### config.mk
export PLATFORM = sky130hd
export DESIGN_NAME = vehicle_can_signal_decoder_top_flat
export DESIGN_NICKNAME = d
export VERILOG_FILES = /design/src/vcsd_pkg.sv /design/src/vcsd_if.sv /design/src/vehicle_can_signal_decoder_top.sv /design/src/vcsd_decode.sv /design/src/flat_wrapper.sv
export SDC_FILE = /design/constraint.sdc
export NUM_CORES = 2
export LEC_CHECK = 0
export ABC_CLOCK_PERIOD_IN_PS = 13200
export BUFFER_PORTS_ARGS = -buffer_cell sky130_fd_sc_hd__buf_2
export CELL_PAD_IN_SITES_DETAIL_PLACEMENT = 0
export CELL_PAD_IN_SITES_GLOBAL_PLACEMENT = 2
export CORE_UTILIZATION = 34
export DETAILED_ROUTE_END_ITERATION = 6
export GPL_ROUTABILITY_DRIVEN = 0
export HOLD_SLACK_MARGIN = 0.15
export PLACE_DENSITY_LB_ADDON = 0.05
export SETUP_SLACK_MARGIN = 0.5
export SLEW_MARGIN = 20
export SYNTH_ARGS = -nofsm -noshare
export SYNTH_HDL_FRONTEND = slang
export SYNTH_HIERARCHICAL = 1
export SYNTH_SLANG_ARGS = --single-unit
### constraint.sdc
create_clock -name clk -period 13.2 [get_ports clk]
set_input_delay 1.32 -clock clk [delete_from_list [all_inputs] [get_ports clk]]
set_output_delay 1.32 -clock clk [all_outputs]
set_load 0.02 [all_outputs]
### src/vcsd_pkg.sv
package vcsd_pkg;

  localparam int TIME_BITS = 32;
  localparam int NUM_REC   = 3;

  typedef logic [TIME_BITS-1:0] stamp_t;
  typedef logic signed [20:0]   metric_value_t;
  typedef logic [1:0]           rec_count_t;
  typedef logic [1:0]           cfg_index_t;
  typedef logic [15:0]          cfg_data_t;

  typedef enum logic [3:0] {
    MET_ENERGY   = 4'd0,
    MET_CHARGE   = 4'd1,
    MET_MOTOR    = 4'd2,
    MET_INVERTER = 4'd3,
    MET_POWER    = 4'd4,
    MET_SPEED    = 4'd5,
    MET_LEFT     = 4'd6,
    MET_RIGHT    = 4'd7,
    MET_FAN      = 4'd8,
    MET_POWERED  = 4'd9,
    MET_GEAR     = 4'd10,
    MET_ECO      = 4'd11,
    MET_CHARGING = 4'd12
  } metric_code_t;

  localparam logic [10:0] ID_ENERGY  = 11'h5bc;
  localparam logic [10:0] ID_CHARGE  = 11'h55b;
  localparam logic [10:0] ID_TEMPS   = 11'h55a;
  localparam logic [10:0] ID_BATTERY = 11'h1db;
  localparam logic [10:0] ID_SPEEDS  = 11'h284;
  localparam logic [10:0] ID_FAN     = 11'h54b;
  localparam logic [10:0] ID_STATUS  = 11'h11a;
  localparam logic [10:0] ID_CHARGER = 11'h1d4;

  localparam cfg_index_t CFG_POWER_INTERVAL = 2'd0;
  localparam cfg_index_t CFG_WHEEL_INTERVAL = 2'd1;
  localparam cfg_index_t CFG_ENERGY_LIMIT   = 2'd2;

  localparam logic [15:0] POWER_INTERVAL_RESET = 16'd80;
  localparam logic [15:0] WHEEL_INTERVAL_RESET = 16'd100;
  localparam logic [9:0]  ENERGY_LIMIT_RESET   = 10'd1000;

  // reciprocal constants for divide by 100, by 10 and the F to C rounding
  localparam logic [16:0] RECIP_100     = 17'd83887;
  localparam int          RECIP_100_SH  = 23;
  localparam logic [15:0] RECIP_10      = 16'd52429;
  localparam int          RECIP_10_SH   = 19;
  localparam logic [19:0] TEMP_MUL      = 20'd728200;
  localparam logic [16:0] TEMP_BIAS     = 17'd58256;
  localparam int          TEMP_SH       = 17;

  typedef struct packed {
    metric_code_t  code;
    metric_value_t value;
  } rec_t;

  typedef struct packed {
    logic [10:0] frame_id;
    logic [7:0]  data_byte0;
    logic [7:0]  data_byte1;
    logic [7:0]  data_byte2;
    logic [7:0]  data_byte3;
    logic [7:0]  data_byte4;
    logic [7:0]  data_byte5;
    logic [7:0]  data_byte6;
    logic [31:0] time_ms;
  } frame_t;

  typedef struct packed {
    logic [15:0] power_interval_ms;
    logic [15:0] wheel_interval_ms;
    logic [9:0]  energy_units_limit;
  } cfg_t;

  typedef struct packed {
    logic   powered_flag;
    stamp_t power_last_time;
    stamp_t left_last_time;
    stamp_t right_last_time;
  } state_t;

  typedef struct packed {
    rec_count_t            n;
    rec_t [NUM_REC-1:0]    rec;
    state_t                state_next;
  } dec_t;

endpackage

### src/vcsd_if.sv
interface vcsd_frame_if;
  logic        valid;
  logic        ready;
  logic [10:0] frame_id;
  logic [7:0]  data_byte0;
  logic [7:0]  data_byte1;
  logic [7:0]  data_byte2;
  logic [7:0]  data_byte3;
  logic [7:0]  data_byte4;
  logic [7:0]  data_byte5;
  logic [7:0]  data_byte6;
  logic [7:0]  data_byte7;
  logic [31:0] time_ms;

  modport source (
    output valid, frame_id, data_byte0, data_byte1, data_byte2, data_byte3,
           data_byte4, data_byte5, data_byte6, data_byte7, time_ms,
    input  ready
  );
  modport sink (
    input  valid, frame_id, data_byte0, data_byte1, data_byte2, data_byte3,
           data_byte4, data_byte5, data_byte6, data_byte7, time_ms,
    output ready
  );
endinterface

interface vcsd_metric_if;
  import vcsd_pkg::*;
  logic          valid;
  logic          ready;
  logic [3:0]    metric_code;
  metric_value_t metric_value;
  logic          last_of_frame;

  modport source (
    output valid, metric_code, metric_value, last_of_frame,
    input  ready
  );
  modport sink (
    input  valid, metric_code, metric_value, last_of_frame,
    output ready
  );
endinterface

interface vcsd_cfg_if;
  import vcsd_pkg::*;
  logic       valid;
  logic       ready;
  cfg_index_t index;
  cfg_data_t  data;

  modport source (
    output valid, index, data,
    input  ready
  );
  modport sink (
    input  valid, index, data,
    output ready
  );
endinterface

### src/vehicle_can_signal_decoder_top.sv
// Vehicle CAN signal decoder.
// frame  : sink channel, one received CAN frame per beat (identifier, eight
//          payload bytes, millisecond arrival time).
// metric : source channel, one metric update record per beat; the final
//          record caused by a frame carries last_of_frame. A frame yields
//          zero to three records.
// cfg    : register write channel, always ready; index 0 power interval,
//          1 wheel interval, 2 energy unit limit, other indexes are dropped.
// Flow   : a taken frame beat is held in the input register, then its records
//          enter the record buffer; with metric.ready high, back-to-back frames
//          that yield records stream at one record per cycle.
// The input register and the three-entry record buffer form two stages; the
// next frame is decoded while the current frame's records drain, and state
// (powered flag, last update times) is committed as a frame enters the buffer.
// A stalled metric channel holds the current record; one more frame is held
// in the input register and frame.ready then drops.
// Reset (synchronous) empties both stages, clears the powered flag and the
// last update times and restores the register reset values.
module vehicle_can_signal_decoder_top (
  input logic           clk,
  input logic           rst,
  vcsd_frame_if.sink    frame,
  vcsd_metric_if.source metric,
  vcsd_cfg_if.sink      cfg
);
  import vcsd_pkg::*;

  frame_t               frame_reg;
  logic                 frame_valid;
  cfg_t                 cfg_reg;
  state_t               state;
  dec_t                 dec;
  rec_t [NUM_REC-1:0]   rec_buf;
  rec_count_t           rec_n;
  rec_count_t           rec_head;
  logic                 pop;
  logic                 pop_last;
  logic                 load;
  logic                 buf_free;

  vcsd_decode u_decode (
    .frame (frame_reg),
    .cfg   (cfg_reg),
    .state (state),
    .dec   (dec)
  );

  assign pop      = metric.valid && metric.ready;
  assign pop_last = pop && (rec_head == rec_count_t'(rec_n - 2'd1));
  assign buf_free = (rec_n == 2'd0) || pop_last;
  assign load     = frame_valid && buf_free;

  assign frame.ready = !frame_valid || load;
  assign cfg.ready   = 1'b1;

  assign metric.valid         = rec_n != 2'd0;
  assign metric.metric_code   = rec_buf[rec_head].code;
  assign metric.metric_value  = rec_buf[rec_head].value;
  assign metric.last_of_frame = rec_head == rec_count_t'(rec_n - 2'd1);

  always_ff @(posedge clk) begin
    if (rst) begin
      frame_valid <= 1'b0;
    end else if (frame.valid && frame.ready) begin
      frame_valid <= 1'b1;
    end else if (load) begin
      frame_valid <= 1'b0;
    end
  end

  always_ff @(posedge clk) begin
    if (frame.valid && frame.ready) begin
      frame_reg.frame_id   <= frame.frame_id;
      frame_reg.data_byte0 <= frame.data_byte0;
      frame_reg.data_byte1 <= frame.data_byte1;
      frame_reg.data_byte2 <= frame.data_byte2;
      frame_reg.data_byte3 <= frame.data_byte3;
      frame_reg.data_byte4 <= frame.data_byte4;
      frame_reg.data_byte5 <= frame.data_byte5;
      frame_reg.data_byte6 <= frame.data_byte6;
      frame_reg.time_ms    <= frame.time_ms;
    end
  end

  always_ff @(posedge clk) begin
    if (rst) begin
      rec_n    <= 2'd0;
      rec_head <= 2'd0;
      state    <= '0;
    end else if (load) begin
      rec_n    <= dec.n;
      rec_head <= 2'd0;
      state    <= dec.state_next;
    end else if (pop_last) begin
      rec_n    <= 2'd0;
      rec_head <= 2'd0;
    end else if (pop) begin
      rec_head <= rec_count_t'(rec_head + 2'd1);
    end
  end

  always_ff @(posedge clk) begin
    if (load) begin
      rec_buf <= dec.rec;
    end
  end

  always_ff @(posedge clk) begin
    if (rst) begin
      cfg_reg.power_interval_ms  <= POWER_INTERVAL_RESET;
      cfg_reg.wheel_interval_ms  <= WHEEL_INTERVAL_RESET;
      cfg_reg.energy_units_limit <= ENERGY_LIMIT_RESET;
    end else if (cfg.valid && cfg.ready) begin
      unique case (cfg.index)
        CFG_POWER_INTERVAL: cfg_reg.power_interval_ms  <= cfg.data;
        CFG_WHEEL_INTERVAL: cfg_reg.wheel_interval_ms  <= cfg.data;
        CFG_ENERGY_LIMIT:   cfg_reg.energy_units_limit <= cfg.data[9:0];
        default: begin
        end
      endcase
    end
  end

endmodule

### src/vcsd_decode.sv
module vcsd_decode (
  input  vcsd_pkg::frame_t frame,
  input  vcsd_pkg::cfg_t   cfg,
  input  vcsd_pkg::state_t state,
  output vcsd_pkg::dec_t   dec
);
  import vcsd_pkg::*;

  function automatic metric_value_t temp_tenths(input logic [7:0] b);
    logic [7:0]  e;
    logic [27:0] prod;
    logic [10:0] q;
    begin
      e    = (b >= 8'd32) ? (b - 8'd32) : (8'd32 - b);
      prod = 28'(e * TEMP_MUL) + 28'(TEMP_BIAS);
      q    = prod[TEMP_SH +: 11];
      temp_tenths = (b >= 8'd32) ? metric_value_t'({10'd0, q})
                                 : -metric_value_t'({10'd0, q});
    end
  endfunction

  logic [9:0]          raw10;
  logic signed [10:0]  current;
  logic [9:0]          volts;
  logic signed [21:0]  pw_prod;
  logic [15:0]         lsp;
  logic [15:0]         rsp;
  logic [15:0]         rear;
  logic [32:0]         rear_prod;
  logic [31:0]         lsp_prod;
  logic [31:0]         rsp_prod;
  stamp_t              t;
  logic                power_ok;
  logic                left_ok;
  logic                right_ok;
  logic [2:0]          charge_state;
  metric_value_t       power_val;
  metric_value_t       left_val;
  metric_value_t       right_val;

  assign raw10     = {frame.data_byte0, frame.data_byte1[7:6]};
  assign current   = $signed({frame.data_byte0, frame.data_byte1[7:5]});
  assign volts     = {frame.data_byte2, frame.data_byte3[7:6]};
  assign pw_prod   = current * $signed({1'b0, volts});
  assign power_val = metric_value_t'(-pw_prod);

  assign lsp       = {frame.data_byte0, frame.data_byte1};
  assign rsp       = {frame.data_byte2, frame.data_byte3};
  assign rear      = {frame.data_byte4, frame.data_byte5};
  assign rear_prod = rear * RECIP_100;
  assign lsp_prod  = lsp * RECIP_10;
  assign rsp_prod  = rsp * RECIP_10;
  assign left_val  = metric_value_t'(lsp_prod[RECIP_10_SH +: 13]);
  assign right_val = metric_value_t'(rsp_prod[RECIP_10_SH +: 13]);

  assign t        = stamp_t'(frame.time_ms);
  assign power_ok = stamp_t'(t - stamp_t'(cfg.power_interval_ms)) >= state.power_last_time;
  assign left_ok  = stamp_t'(t - stamp_t'(cfg.wheel_interval_ms)) >= state.left_last_time;
  assign right_ok = stamp_t'(t - stamp_t'(cfg.wheel_interval_ms)) >= state.right_last_time;

  assign charge_state = frame.data_byte6[7:5];

  always_comb begin
    dec            = '0;
    dec.state_next = state;
    unique case (frame.frame_id)
      ID_ENERGY: begin
        if (raw10 < cfg.energy_units_limit) begin
          dec.n      = 2'd1;
          dec.rec[0] = '{MET_ENERGY, metric_value_t'(raw10)};
        end
      end
      ID_CHARGE: begin
        dec.n      = 2'd1;
        dec.rec[0] = '{MET_CHARGE, metric_value_t'(raw10)};
      end
      ID_TEMPS: begin
        dec.n      = 2'd2;
        dec.rec[0] = '{MET_MOTOR, temp_tenths(frame.data_byte1)};
        dec.rec[1] = '{MET_INVERTER, temp_tenths(frame.data_byte2)};
      end
      ID_BATTERY: begin
        if (state.powered_flag && power_ok) begin
          dec.n                          = 2'd1;
          dec.rec[0]                     = '{MET_POWER, power_val};
          dec.state_next.power_last_time = t;
        end
      end
      ID_SPEEDS: begin
        dec.rec[0] = '{MET_SPEED, metric_value_t'(rear_prod[RECIP_100_SH +: 10])};
        if (left_ok) begin
          dec.state_next.left_last_time = t;
        end
        if (right_ok) begin
          dec.state_next.right_last_time = t;
        end
        priority if (left_ok && right_ok) begin
          dec.n      = 2'd3;
          dec.rec[1] = '{MET_LEFT, left_val};
          dec.rec[2] = '{MET_RIGHT, right_val};
        end else if (left_ok) begin
          dec.n      = 2'd2;
          dec.rec[1] = '{MET_LEFT, left_val};
        end else if (right_ok) begin
          dec.n      = 2'd2;
          dec.rec[1] = '{MET_RIGHT, right_val};
        end else begin
          dec.n = 2'd1;
        end
      end
      ID_FAN: begin
        dec.n      = 2'd1;
        dec.rec[0] = '{MET_FAN, metric_value_t'(frame.data_byte4[7:3])};
      end
      ID_STATUS: begin
        dec.n                       = 2'd3;
        dec.rec[0]                  = '{MET_POWERED, metric_value_t'(frame.data_byte1[6])};
        dec.rec[1]                  = '{MET_GEAR, metric_value_t'(frame.data_byte0[7:4])};
        dec.rec[2]                  = '{MET_ECO, metric_value_t'(frame.data_byte1[4])};
        dec.state_next.powered_flag = frame.data_byte1[6];
      end
      ID_CHARGER: begin
        dec.n      = 2'd1;
        dec.rec[0] = '{MET_CHARGING,
                       metric_value_t'((charge_state == 3'd6) || (charge_state == 3'd7))};
      end
      default: begin
        dec.n = 2'd0;
      end
    endcase
  end

endmodule
### src/flat_wrapper.sv
// flat-port wrapper written by rule: the top's interface ports become plain ports
module vehicle_can_signal_decoder_top_flat import vcsd_pkg::*;
  (clk, rst, frame_valid, frame_frame_id, frame_data_byte0, frame_data_byte1, frame_data_byte2, frame_data_byte3, frame_data_byte4, frame_data_byte5, frame_data_byte6, frame_data_byte7, frame_time_ms, frame_ready, metric_valid, metric_metric_code, metric_metric_value, metric_last_of_frame, metric_ready, cfg_valid, cfg_index, cfg_data, cfg_ready);
  vcsd_frame_if frame_i ();
  vcsd_metric_if metric_i ();
  vcsd_cfg_if cfg_i ();
  input logic clk;
  input logic rst;
  input wire logic [$bits(frame_i.valid)-1:0] frame_valid;
  input wire logic [$bits(frame_i.frame_id)-1:0] frame_frame_id;
  input wire logic [$bits(frame_i.data_byte0)-1:0] frame_data_byte0;
  input wire logic [$bits(frame_i.data_byte1)-1:0] frame_data_byte1;
  input wire logic [$bits(frame_i.data_byte2)-1:0] frame_data_byte2;
  input wire logic [$bits(frame_i.data_byte3)-1:0] frame_data_byte3;
  input wire logic [$bits(frame_i.data_byte4)-1:0] frame_data_byte4;
  input wire logic [$bits(frame_i.data_byte5)-1:0] frame_data_byte5;
  input wire logic [$bits(frame_i.data_byte6)-1:0] frame_data_byte6;
  input wire logic [$bits(frame_i.data_byte7)-1:0] frame_data_byte7;
  input wire logic [$bits(frame_i.time_ms)-1:0] frame_time_ms;
  output wire logic [$bits(frame_i.ready)-1:0] frame_ready;
  output wire logic [$bits(metric_i.valid)-1:0] metric_valid;
  output wire logic [$bits(metric_i.metric_code)-1:0] metric_metric_code;
  output wire logic [$bits(metric_i.metric_value)-1:0] metric_metric_value;
  output wire logic [$bits(metric_i.last_of_frame)-1:0] metric_last_of_frame;
  input wire logic [$bits(metric_i.ready)-1:0] metric_ready;
  input wire logic [$bits(cfg_i.valid)-1:0] cfg_valid;
  input wire logic [$bits(cfg_i.index)-1:0] cfg_index;
  input wire logic [$bits(cfg_i.data)-1:0] cfg_data;
  output wire logic [$bits(cfg_i.ready)-1:0] cfg_ready;
  assign frame_i.valid = frame_valid;
  assign frame_i.frame_id = frame_frame_id;
  assign frame_i.data_byte0 = frame_data_byte0;
  assign frame_i.data_byte1 = frame_data_byte1;
  assign frame_i.data_byte2 = frame_data_byte2;
  assign frame_i.data_byte3 = frame_data_byte3;
  assign frame_i.data_byte4 = frame_data_byte4;
  assign frame_i.data_byte5 = frame_data_byte5;
  assign frame_i.data_byte6 = frame_data_byte6;
  assign frame_i.data_byte7 = frame_data_byte7;
  assign frame_i.time_ms = frame_time_ms;
  assign frame_ready = frame_i.ready;
  assign metric_valid = metric_i.valid;
  assign metric_metric_code = metric_i.metric_code;
  assign metric_metric_value = metric_i.metric_value;
  assign metric_last_of_frame = metric_i.last_of_frame;
  assign metric_i.ready = metric_ready;
  assign cfg_i.valid = cfg_valid;
  assign cfg_i.index = cfg_index;
  assign cfg_i.data = cfg_data;
  assign cfg_ready = cfg_i.ready;
  vehicle_can_signal_decoder_top u_core (.clk(clk), .rst(rst), .frame(frame_i), .metric(metric_i), .cfg(cfg_i));
endmodule
==> out/metrics.yaml <==
die:
  io_pins: 159
  core-area_um2: 119000
  die_w_um: 349
  dieArea_um2: 122000
  initial_utilization_pct: 34.5
  placementRows: 126
  die_h_um: 349
route:
  drc: 0
  wl_per_cell_um: 19.6
  wl_met1_um: 60800
  dr.first_iter.drc_count: 1280
  first_pass_iters: 5
  routed_wl_um: 122000
  antenna_left: 0
  vias: 29723
  vias_per_cell: 4.80
  met2WireLength_um: 54400
  top_layer: "met4"
  wl_met3_um: 4180
sta:
  tightest_slew_ns: 1.14
  relSlewSlack_pct: 24.1
  hold_viol: 0
  fin_ws_ns: 4.07
  fin_crit_ns: 9.13
  slew_violations: 0
  fmax_ghz: 0.110
  rsz0062_at_grt: "false"
  finClkSkew_ns: 0.0542
  setup-tns-final_ns: 0
  setup_viol: 0
  period_share_pct: 69.1
pwr:
  p_int_mw: 4.63
  powerDensity_nw_per_um2: 217
  power_frac_clock_pct: 12.7
  p_leak_nw: 20.7
  power_switching_mw: 5.06
  p_sw_share_pct: 52.2
  p_seq_share_pct: 11.3
  ir_worst_vdd_mv: 0.213
  comb_power_share_pct: 75.9
layout:
  nets: 5822
  multiInputGateArea_um2: 29200
  drive_gt1_share_pct: 7.96
  mostFrequentLayoutCells: "inv_1, ha_1, nand2_1"
  register_area_um2: 7930
  largest_reg_flops: 97
  nFillCells: 12338
  area_growth_pct: 9.56
  layout_commonest_cell: "inv_1"
cts:
  htreeDepth: 2
  post_cts_resized: 0
  clk_pin_slew_worst_paths_ns: 0.06
  clock_latency_ns: 0.63
  cts_tree: "done"
  hold_buffers: 0
  cts_sinks: 312
  clock_path_buffers: 3
  cts_root_buf: "clkbuf_16"
  cts_setup_buffers: 0
  cts_buffers: 44
worst_setup_path:
  r2r-end: "u_core/rec_buf[37]"
  crit_required_ns: 13.52
  cp-end-kind: "register"
  arrival_ns: 9.45
  path_max_fanout: 16
  start_kind: "register"
  path_class: "reg -> reg"
  slowest_delay_ns: 0.81
  reg2reg_depth: 28
  rrSetupSlack_ns: 4.07
  r2r_start: "u_core/frame_reg[71]"
  crit_top_cell: "inv_1"
  cp_slowest_cell: "o311ai_1"
logic_synthesis:
  yosys_warnings: 6
  synth_cells: 4460
  syn_area_um2: 40800
  avgSynthCellArea_um2: 9.16
global_route:
  grt_util_all_layers_pct: 20.4
  grt_pass1_vias: 31057
  grt_pass1_wl_um: 188000
  overflow: 0
  grt_max_degree: 113
  antenna_found_initial: 2
outcome:
  status: "complete, no violations"
placement:
  numPortBuffers: 143
  hpwl_um: 96800
  place_ws_ns: 4.11
min_path:
  hold_depth: 2
  hold_path_class: "reg -> reg"
  hp-start: "u_core/state[7]"
  holdPathEnd: "u_core/state[7]"
job:
  maxCapViolCount: 0
stage by stage:
stage	instance area, um^2	power (mW)	cells	hold slack [ns]	utilization [%]
2_1_floorplan	40900	6.36	4467	0.432	-
3_3_place_gp	43300	8.61	6115	0.438	36.5
3_5_place_dp	43300	8.57	6115	0.443	36.5
4_1_cts	44700	9.90	6196	0.451	37.7
5_1_grt	44700	10.8	6196	0.465	37.7
6_report	44700	9.70	6197	0.449	37.7
layer usage:
metal,track usage (%),up-vias
li1,-,14892
met1,29.3,14329
met2,32.7,405
met3,2.40,97
met4,4.01,0
met5,0,-
worst max-delay path: cells and delay by family, from the launching register on:
| kind | cells | cell delay, ns |
|---|---|---|
| flip-flops | 1 | 0.37 |
| buffers and inverters | 6 | 0.90 |
| XOR/XNOR | 2 | 1.00 |
| AO/OA/AOI/OAI | 8 | 2.62 |
| adder cells (fa/ha/maj) | 6 | 2.36 |
| AND/OR/NAND/NOR | 6 | 1.56 |
how the worst max path moves through the flow:
| stage | from | cells after the start | to |
|---|---|---|---|
| final | u_core/frame_reg[71] | 28 | u_core/rec_buf[37] |
| after global routing | u_core/frame_reg[71] | 28 | u_core/rec_buf[37] |
| after CTS | u_core/frame_reg[71] | 28 | u_core/rec_buf[37] |
| after detailed placement | u_core/frame_reg[71] | 28 | u_core/rec_buf[37] |
| after global placement | u_core/frame_reg[71] | 28 | u_core/rec_buf[37] |
| after floorplan | u_core/frame_reg[64] | 29 | u_core/rec_buf[36] |
layout make-up:
cell class | instances | share of cell area [%]
diodes | 1 | 0.00559
clock buffers | 54 | 2.63
clock inverters | 27 | 0.685
inverters | 840 | 7.06
multi-input cells | 3182 | 65.2
flip-flops and latches | 312 | 17.7
well taps | 1600 | 4.47
repair buffers | 181 | 2.24
power by group through the flow:
stage / Clock, mW / Combinational (mW) / Sequential (mW)
after global placement: 0 / 7.49 / 1.12
after detailed placement: 0 / 7.45 / 1.12
after CTS: 1.29 / 7.52 / 1.10
after global routing: 1.32 / 8.41 / 1.10
after floorplan: 0 / 5.26 / 1.10
final: 1.23 / 7.36 / 1.10
(Power assumes the default switching activity.)
